## config.mk

```make
export PLATFORM = sky130hd
export DESIGN_NAME = rtc_tick_timekeeper_unit
export DESIGN_NICKNAME = d
export VERILOG_FILES = /design/src/hdl/rtctk_pkg.sv /design/src/hdl/rtctk_step.sv /design/src/hdl/rtc_tick_timekeeper_unit.sv
export SDC_FILE = /design/constraint.sdc
export NUM_CORES = 1
export LEC_CHECK = 0
export BUFFER_PORTS_ARGS = -buffer_cell sky130_fd_sc_hd__buf_2
export CAP_MARGIN = 15
export CORE_ASPECT_RATIO = 0.6
export CORE_MARGIN = 4
export CORE_UTILIZATION = 40
export DETAILED_ROUTE_END_ITERATION = 8
export GPL_TIMING_DRIVEN = 0
export SYNTH_ARGS = -nofsm -noshare
export SYNTH_HDL_FRONTEND = slang
export SYNTH_SLANG_ARGS = --single-unit
```

## constraint.sdc

```tcl
create_clock -name clk -period 6.25 [get_ports clk]
set_input_delay 1.25 -clock clk [delete_from_list [all_inputs] [get_ports clk]]
set_output_delay 1.25 -clock clk [all_outputs]
set_load 0.1 [all_outputs]
```

## src/hdl/rtctk_pkg.sv

```systemverilog
package rtctk_pkg;

	localparam logic [2:0] OP_TICK        = 3'd0;
	localparam logic [2:0] OP_SET_TIME    = 3'd1;
	localparam logic [2:0] OP_SET_CNTDOWN = 3'd2;
	localparam logic [2:0] OP_READ_TIME   = 3'd3;
	localparam logic [2:0] OP_READ_ACC    = 3'd4;
	localparam logic [2:0] OP_READ_CNTDN  = 3'd5;

	localparam logic [19:0] TICK_US       = 20'd31250;
	localparam logic [19:0] US_PER_SECOND = 20'd1000000;

	// Reciprocal of 15625 scaled by 2^33, rounded up; exact for 19-bit dividends.
	localparam logic [19:0] RECIP_15625 = 20'd549756;

	typedef struct packed {
		logic [31:0] seconds;
		logic [19:0] microseconds;
		logic [31:0] countdown;
	} state_t;

	typedef struct packed {
		logic [2:0]  operation;
		logic [31:0] new_seconds;
		logic [5:0]  tick_count;
		logic [31:0] new_countdown;
		logic [20:0] interp;
	} item_t;

	typedef struct packed {
		logic [31:0] seconds;
		logic [21:0] microseconds;
		logic [31:0] countdown;
		logic        tick_event;
		logic        countdown_event;
	} result_t;

	// Whole ticks contained in a microseconds value (value / 31250).
	function automatic logic [5:0] whole_ticks(input logic [19:0] us);
		logic [38:0] prod;
		begin
			prod = 39'(us[19:1]) * 39'(RECIP_15625);
			return prod[38:33];
		end
	endfunction

	// Microseconds covered by a sub-tick count (count * 31250 / 1024, floor).
	function automatic logic [20:0] sub_tick_us(input logic [15:0] count);
		logic [30:0] prod;
		begin
			prod = 31'(count) * 31'(TICK_US);
			return prod[30:10];
		end
	endfunction

endpackage

```

## src/hdl/rtctk_step.sv

```systemverilog
module rtctk_step (
	input  logic              sleep_mode,
	input  rtctk_pkg::item_t  item,
	input  rtctk_pkg::state_t state,
	output rtctk_pkg::state_t state_next,
	output rtctk_pkg::result_t result
);

	logic [20:0] us_tick;
	logic [19:0] us_wrapped;
	logic [31:0] cnt_dec;
	logic        tick_ev;
	logic        cd_ev;

	assign us_tick    = 21'(state.microseconds) + 21'(rtctk_pkg::TICK_US);
	assign us_wrapped = (us_tick >= 21'(rtctk_pkg::US_PER_SECOND)) ?
		20'(us_tick - 21'(rtctk_pkg::US_PER_SECOND)) : us_tick[19:0];
	assign cnt_dec    = state.countdown - 32'd1;

	always_comb begin
		state_next = state;
		tick_ev    = 1'b0;
		cd_ev      = 1'b0;
		unique case (item.operation)
			rtctk_pkg::OP_TICK: begin
				if (!sleep_mode) begin
					state_next.microseconds = us_wrapped;
					if (us_tick >= 21'(rtctk_pkg::US_PER_SECOND)) begin
						state_next.seconds = state.seconds + 32'd1;
					end
					tick_ev = 1'b1;
					if (state.countdown != 32'd0) begin
						state_next.countdown = cnt_dec;
						cd_ev = (cnt_dec == 32'd0);
					end
				end else begin
					state_next.seconds = state.seconds + 32'd2;
				end
			end
			rtctk_pkg::OP_SET_TIME: begin
				state_next.seconds      = item.new_seconds;
				state_next.microseconds = 20'(item.tick_count) * rtctk_pkg::TICK_US;
			end
			rtctk_pkg::OP_SET_CNTDOWN: begin
				state_next.countdown = item.new_countdown;
			end
			default: begin
			end
		endcase
	end

	always_comb begin
		result.seconds         = state_next.seconds;
		result.microseconds    = 22'(state_next.microseconds);
		result.countdown       = state_next.countdown;
		result.tick_event      = tick_ev;
		result.countdown_event = cd_ev;
		if (item.operation == rtctk_pkg::OP_READ_ACC) begin
			result.microseconds = 22'(state_next.microseconds) + 22'(item.interp);
		end
	end

endmodule

```

## src/hdl/rtc_tick_timekeeper_unit.sv

```systemverilog
// Real-time clock timekeeper. Time is kept as 32-bit seconds and 20-bit microseconds,
// with a 32-bit tick countdown. Every input word (tick, set time, set countdown, read
// time, read accurate time, read countdown) returns exactly one result word holding
// the stored time and countdown after the operation. A word passes an input register
// and the state update into the result register. A new word is taken every cycle
// unless out_stall holds a waiting result; the state feedback through the single
// update stage sets that rate. The result register lets a new word be taken while a
// finished one waits. The user must write the sleep_mode register, through cfg_we and
// cfg_wdata, only while the unit is idle (not enforced); it selects 2-second ticks.
module rtc_tick_timekeeper_unit (
	input  logic        clk,
	input  logic        arst_n,
	input  logic        cfg_we,
	input  logic        cfg_wdata,
	input  logic        in_valid,
	output logic        in_stall,
	input  logic [2:0]  operation,
	input  logic [31:0] new_seconds,
	input  logic [19:0] new_microseconds,
	input  logic [31:0] new_countdown,
	input  logic [15:0] sub_tick_count,
	output logic        out_valid,
	input  logic        out_stall,
	output logic [31:0] seconds_out,
	output logic [21:0] microseconds_out,
	output logic [31:0] countdown_left,
	output logic        tick_event,
	output logic        countdown_event
);

	logic               sleep_mode_q;
	rtctk_pkg::item_t   item_in;
	rtctk_pkg::item_t   item_s1;
	logic               valid_s1;
	rtctk_pkg::state_t  state_q;
	rtctk_pkg::state_t  state_next;
	rtctk_pkg::result_t result_next;
	rtctk_pkg::result_t result_s2;
	logic               valid_s2;
	logic               advance;

	assign advance  = valid_s1 && (!valid_s2 || !out_stall);
	assign in_stall = valid_s1 && !advance;

	always_comb begin
		item_in.operation     = operation;
		item_in.new_seconds   = new_seconds;
		item_in.tick_count    = rtctk_pkg::whole_ticks(new_microseconds);
		item_in.new_countdown = new_countdown;
		item_in.interp        = rtctk_pkg::sub_tick_us(sub_tick_count);
	end

	rtctk_step u_step (
		.sleep_mode (sleep_mode_q),
		.item       (item_s1),
		.state      (state_q),
		.state_next (state_next),
		.result     (result_next)
	);

	always_ff @(posedge clk or negedge arst_n) begin
		if (!arst_n) begin
			sleep_mode_q <= 1'b0;
		end else if (cfg_we) begin
			sleep_mode_q <= cfg_wdata;
		end
	end

	always_ff @(posedge clk or negedge arst_n) begin
		if (!arst_n) begin
			valid_s1 <= 1'b0;
		end else if (!in_stall) begin
			valid_s1 <= in_valid;
		end
	end

	always_ff @(posedge clk) begin
		if (in_valid && !in_stall) begin
			item_s1 <= item_in;
		end
	end

	always_ff @(posedge clk or negedge arst_n) begin
		if (!arst_n) begin
			state_q  <= '0;
			valid_s2 <= 1'b0;
		end else if (advance) begin
			state_q  <= state_next;
			valid_s2 <= 1'b1;
		end else if (!out_stall) begin
			valid_s2 <= 1'b0;
		end
	end

	always_ff @(posedge clk) begin
		if (advance) begin
			result_s2 <= result_next;
		end
	end

	assign out_valid        = valid_s2;
	assign seconds_out      = result_s2.seconds;
	assign microseconds_out = result_s2.microseconds;
	assign countdown_left   = result_s2.countdown;
	assign tick_event       = result_s2.tick_event;
	assign countdown_event  = result_s2.countdown_event;

endmodule
```

==> results.yml, run 1 <==
synth:
  ys_types: 89
  syn_nets: 3009
  synth.most_common_cell: "inv_1"
  ys_async_sr_fraction_pct: 32.34
  yosys.area.top_type: "edfxtp_1"
  yosysWarningCount: 0
  synth_area_um2: 24400
  synth_area_leaders: "edfxtp_1 22%, fa_1 15%, ha_1 15%"
  synth_edf_count: 182
  synth_seq_cells: 269
  synthTopCellsByCount: "331 x inv_1, 292 x ha_1, 187 x fa_1"
  yosys_most_used_dff: "edfxtp_1"
  syn_area_per_cell_um2: 10.08
  yosysSeqAreaShare_pct: 31.32
  synth_top_area_share_pct: 22.40
  postSynthCellCount: 2421
setup_path:
  worstPathRequired_ns: 6.58
  crit_top_cell: "fa_1"
  r2r-start: "state_q[33]"
  ff2ff_path_depth: 20
  path_max_fanout: 5
  reg2reg_slack_ns: 0.23
  max_stage_delay_ns: 0.55
  startpoint_type: "input port"
  cp_num_buf_inv: 6
  reg2reg_to: "microseconds_out[18]"
  worstSetupPathType: "input port to flip-flop"
  cp.arrival_ns: 6.40
  crit_path_top_delay_cell: "fa_2"
  end_kind: "flip-flop"
  path_delay_family: "adder cells"
  crit_chain: "buf_4 > clkinvlp_4 > buf_4 > fa_1 > fa_2 > inv_2 > fa_1 > inv_1 > fa_1 > fa_1 > inv_1 > ha_1 > a21o_1 > a21o_1 > a21oi_2 > o21ai_2 > a41oi_2 > or3_1 > nand3_4 > o311a_1 > o21ai_1 > nand2b_1"
clock_network:
  cts_buffer_depth: 3
  cts-root-buf: "clkbuf_16"
  cts_buffers: 28
  clk_latency_ns: 0.61
  h-tree-depth: 1
  cts_tree: "built"
  clk_pin_slew_ns: 0.07
  clock_sinks: 269
drt:
  vias_per_cell: 5.664
  drt_pass1_iterations: 6
  drt-total-wl_um: 76690
  dr.first_iter.drc_count: 2205
  drcViolationCount: 0
  dr_total_vias: 19890
  routedWlPerCell_um: 21.84
  ant_nets: 0
floorplan:
  die_h_um: 199.3
  die_area_um2: 65140
  die-width_um: 326.8
  core-area_um2: 59740
  num_rows: 69
  start_util_pct: 40.84
  io_pins: 199
sta:
  worst_slack_ns: 0.1785
  skew_ns: 0.04651
  finalSetupTns_ns: 0
  fmaxAchievable_mhz: 164.7
  relSlewSlack_pct: 30.41
  finalSetupViolCount: 0
  period_minus_slack_ns: 6.071
  finalCritPeriodShare_pct: 97.14
  hold_viol_final: 0
  maxSlewViolCount: 0
  holdWs_ns: 0.4941
  tightest_slew_ns: 1.040
power_and_ir_drop:
  p_leak_nw: 12.47
  ir_worst_vdd_v: 0.0002776
  power.density_nw_per_um2: 467.6
layout:
  final_layout_size_suffix_gt1_share_pct: 14.51
  fin_util_pct: 46.70
  finalNetCount: 3260
  areaGrowthSynthToFinish_pct: 14.35
  finalNonFillerCells: 3511
global_route:
  grt.total_usage_pct: 23.34
  grt-ovfl-total: 0
  grt_pass1_vias: 20140
  grt_pass1_wl_um: 118400
  grt_max_degree: 58
  antenna_found_initial: 2
run_status:
  status: "finished, final reports clean"
min_path:
  hp-class: "flip-flop to flip-flop"
  min_to: "state_q[79]"
  holdCritStartpoint: "item_s1[86]"
  min_path_cells: 2
flow_run:
  maxCapViolations: 0
placement:
  io_buffer_count: 197
  place_hpwl_um: 59560
  dp_slack_ns: -1.003
  gp_congestion: 0.9475
  place_inst: 3439
report_power, final:
part           internal [mW]  total, mW  switching [mW]  leakage (nW)
Clock                  0.882       1.66           0.778         0.426
Combinational           3.24       8.48            5.25          9.21
Sequential              2.50       2.90           0.399          2.82
cell families after synthesis:
| family | Yosys count | synth area share [%] |
|---|---|---|
| mux | 44 | 1.897 |
| simple gates | 593 | 11.55 |
| buf+inv | 435 | 6.862 |
| compound gates | 533 | 15.61 |
| xor+xnor | 68 | 2.441 |
| fa+ha+maj | 479 | 30.32 |
| flops | 269 | 31.32 |
cell usage in the layout (no fill, tap or decap), drive strengths merged, types with 9 or more instances in the layout:
cell type,Yosys,routed
inv,331,328
ha,292,292
buf,21,238
fa,187,187
edfxtp,182,182
nand2,181,181
nor2,160,160
o21ai,133,133
clkbuf,82,125
a21oi,93,93
dfrtp,87,87
nor3,50,50
xnor2,48,48
nand3,46,46
a21o,30,30
mux2i,26,26
a22oi,25,25
o21a,24,24
and3,22,22
nor4,21,21
a31oi,20,20
xor2,20,20
a211oi,19,19
a221o,18,18
mux2,18,18
o211ai,18,18
nor2b,16,16
nand4,16,16
or3,15,15
o311ai,15,15
nand2b,13,13
and2,12,12
or2,12,12
o22ai,11,11
nor3b,11,11
o211a,10,10
a221oi,10,10
o22a,9,9
clkinv,1,9
how the worst max path moves through the flow:
stage                                       to  slack [ns]  cells past startpoint            startpoint
after global placement             state_q[29]       -1.08                      7             out_stall
after global routing      microseconds_out[18]       -0.04                     25           state_q[33]
after detailed placement           item_s1[53]       -1.00                     22   new_microseconds[7]
after CTS                          item_s1[53]       -0.02                     23   new_microseconds[7]
final                              item_s1[58]        0.18                     22  new_microseconds[13]
after floorplan                    item_s1[58]        0.02                     21  new_microseconds[18]
routing by layer:
metal / global-route usage (%) / share of wire [%] / wire length (um)
met3: 5.206 / 9.7 / 7411
met2: 33.53 / 41 / 31200
met5: 0 / 0.040 / 31
met1: 35.57 / 47 / 36410
met4: 5.590 / 2.1 / 1630
layout make-up:
| class | count | area (um2) |
|---|---|---|
| multi-input cells | 1717 | 15380 |
| clock inverters | 13 | 105.1 |
| plain buffers | 103 | 431.7 |
| clock buffers | 39 | 782.0 |
| flip-flops and latches | 269 | 7642 |
| inverters | 332 | 1261 |
| diodes | 1 | 2.502 |
| repair buffers | 221 | 1270 |
| well taps | 816 | 1021 |
| fillers | 5730 | 31840 |
state kept, by name, indices dropped and copies added, names as in the netlist:
name	count
seconds_out	32
out_valid	1
item_s1	94
sleep_mode_q	1
microseconds_out	22
state_q	84
valid_s1	1
countdown_event	1
countdown_left	32
tick_event	1
worst register-to-register path, delay by kind of cell (launching register included):
kind	cells	cell delay, ns
adders and majority gates	2	0.54
muxes	2	0.66
and+or+nand+nor	4	1.06
xor gates and xnor gates	1	0.07
DFF	1	0.36
buffers and inverters	1	0.23
AOI/OAI and AO/OA	10	2.85
stage by stage:
stage	instance area [um2]	power (mW)
after CTS	27510	12.78
after global placement	26430	10.71
after global routing	27900	14.24
final	27900	13.05
after floorplan	24420	8.796
after detailed placement	26560	10.89
repair_timing:
action                     4_1_cts  5_1_grt
buffers inserted                 1       18
hold buffers                     0        0
setup endpoints to repair       11       21
pin swaps                        2       27
gates resized for setup         10       64
Power figures use the tool's default switching activity.
==> run 2, diff against run 1 <==
--- a/config.mk
+++ b/config.mk
@@ -9,9 +9,10 @@
 export CAP_MARGIN = 15
 export CORE_ASPECT_RATIO = 0.6
 export CORE_MARGIN = 4
-export CORE_UTILIZATION = 40
+export CORE_UTILIZATION = 62
 export DETAILED_ROUTE_END_ITERATION = 8
 export GPL_TIMING_DRIVEN = 0
+export PLACE_DENSITY = 0.82
 export SYNTH_ARGS = -nofsm -noshare
 export SYNTH_HDL_FRONTEND = slang
 export SYNTH_SLANG_ARGS = --single-unit
==> run 2 against run 1 <==
Compared with the run above:
- utilization rose by 25 points
- sequential cell count did not move
- critical path type unchanged
- highest routed layer is now met4
- total power rose by 0.85%
- design area fell by 1.4%
- count of clock-buffer cells in the layout fell by 4
- maximum frequency fell by 1.7%
==> results.yml, run 2 (same netlist as run 1, synthesis figures left out) <==
floorplan:
  core-area_um2: 38260
  num_rows: 55
  die_area_um2: 42690
  io_pins: 199
  die_h_um: 161.7
  die-width_um: 264.1
  start_util_pct: 63.77
setup_path:
  startpoint_type: "input port"
  worstSetupPathType: "input port to flip-flop"
  crit_top_cell: "a21o_1"
  reg2reg_slack_ns: 0.17
  r2r-start: "state_q[39]"
  reg2reg_to: "microseconds_out[18]"
  crit_chain: "buf_2 > clkinvlp_4 > ha_4 > fa_1 > inv_1 > ha_1 > inv_1 > fa_1 > inv_1 > fa_1 > fa_1 > ha_1 > a21o_1 > a21o_1 > a21o_1 > a21o_1 > a21o_1 > a21oi_1 > o21ai_2 > o311a_1 > nor2_2 > xnor2_2"
  cp_num_buf_inv: 5
  max_stage_delay_ns: 0.51
  ff2ff_path_depth: 22
  crit_path_top_delay_cell: "fa_1"
  path_max_fanout: 5
  end_kind: "flip-flop"
  worstPathRequired_ns: 6.56
  cp.arrival_ns: 6.49
  path_delay_family: "adder cells"
sta:
  finalCritPeriodShare_pct: 98.87
  hold_viol_final: 0
  fmaxAchievable_mhz: 161.8
  skew_ns: 0.03382
  maxSlewViolCount: 0
  relSlewSlack_pct: 26.56
  finalSetupViolCount: 0
  tightest_slew_ns: 1.102
  holdWs_ns: 0.4950
  period_minus_slack_ns: 6.180
clock_network:
  cts-root-buf: "clkbuf_16"
  cts_tree: "built"
  clk_pin_slew_ns: 0.07
  h-tree-depth: 1
  cts_buffers: 27
  clk_latency_ns: 0.59
  clock_sinks: 269
  cts_hold_buf: 0
  cts_buffer_depth: 3
layout:
  final_layout_size_suffix_gt1_share_pct: 14.27
  areaGrowthSynthToFinish_pct: 12.73
  layout_commonest_cell: "inv_1"
  diodes: 0
  largest_reg_flops: 94
  reg_top3: "item_s1 x94, state_q x84"
  final_area_um2: 27500
  regMostFlops: "item_s1"
  finalNetCount: 3259
  layout_common_cells: "326 x inv_1, 285 x ha_1, 199 x buf_2"
  nFillCells: 2774
drt:
  ant_nets: 0
  drt_pass1_iterations: 6
  drcViolationCount: 0
  dr.first_iter.drc_count: 2488
  vias_per_cell: 6.430
  dr_total_vias: 20600
  routedWlPerCell_um: 23.15
  drt-total-wl_um: 74180
run_status:
  status: "finished, final reports clean"
global_route:
  antenna_found_initial: 0
  grt_pass1_vias: 20910
  grt-ovfl-total: 0
  grt.total_usage_pct: 33.93
  grt_max_degree: 64
  grt_pass1_wl_um: 114700
power_and_ir_drop:
  power.density_nw_per_um2: 478.4
  ir_worst_vdd_v: 0.0004323
  p_leak_nw: 12.47
min_path:
  min_path_cells: 2
  hp-class: "flip-flop to flip-flop"
  min_to: "state_q[81]"
  holdCritStartpoint: "item_s1[88]"
placement:
  postPlaceCellArea_um2: 26160
  gp_congestion: 1.002
  io_buffer_count: 197
  place_hpwl_um: 56790
flow_run:
  maxCapViolations: 0
==> run 2: cell type report <==
cell class              instances  area [um2]  share of cell area, %
well taps                     513       641.9                  2.334
plain buffers                 103       431.7                  1.569
clock buffers                  35       715.7                  2.602
repair buffers                221        1266                  4.604
multi-input cells            1717       15400                  55.98
flip-flops and latches        269        7642                  27.79
inverters                     332        1265                  4.599
clock inverters                14       143.9                 0.5232
==> run 2: metrics by stage <==
| step | TNS (ns) | total power [mW] | cells | utilization, % | setup WS, ns |
|---|---|---|---|---|---|
| final | 0 | 13.16 | 3204 | 71.88 | 0.07046 |
| after global routing | -0.4384 | 14.16 | 3204 | 71.88 | -0.09621 |
| after CTS | 0 | 12.68 | 3185 | 70.75 | 0.004072 |
| after detailed placement | -9.009 | 10.86 | 3135 | 68.36 | -0.8353 |
| after global placement | -78.11 | 10.47 | 3131 | 68.08 | -0.7931 |
| after floorplan | 0 | 8.796 | 2421 | - | 0.01529 |
==> run 2: routing by layer <==
metal	track usage (%)	wire, um
met1	49.24	30420
met2	50.35	31700
met3	8.478	9333
met4	11.49	2723
met5	0	0
==> run 2: how the worst max path moves through the flow <==
| stage | from | end | slack, ns | cells past startpoint |
|---|---|---|---|---|
| 3_5_place_dp | new_microseconds[7] | item_s1[53] | -0.84 | 22 |
| 6_report | new_microseconds[18] | item_s1[57] | 0.07 | 22 |
| 4_1_cts | new_microseconds[18] | item_s1[58] | 0.004 | 22 |
| 3_3_place_gp | out_stall | state_q[29] | -0.79 | 7 |
| 5_1_grt | sub_tick_count[2] | item_s1[20] | -0.1 | 20 |
| 2_1_floorplan | new_microseconds[18] | item_s1[58] | 0.02 | 21 |
==> run 2: power breakdown <==
group	leakage (nW)	switching, mW	internal [mW]
clock network	0.421	0.752	0.898
logic	9.22	5.35	3.26
registers	2.82	0.393	2.50
total	12.5	6.49	6.66
==> run 2: worst min-delay path, cell delays in order (launching register included) <==
cell and delay, ns:
edfxtp_1 0.35, nand2_1 0.05, o21ai_0 0.06
==> run 2: repair_timing <==
item	CTS	global route
pin swaps	2	31
setup buffers	1	19
resized for setup	12	61
cloned	0	0
setup endpoints to repair	14	21
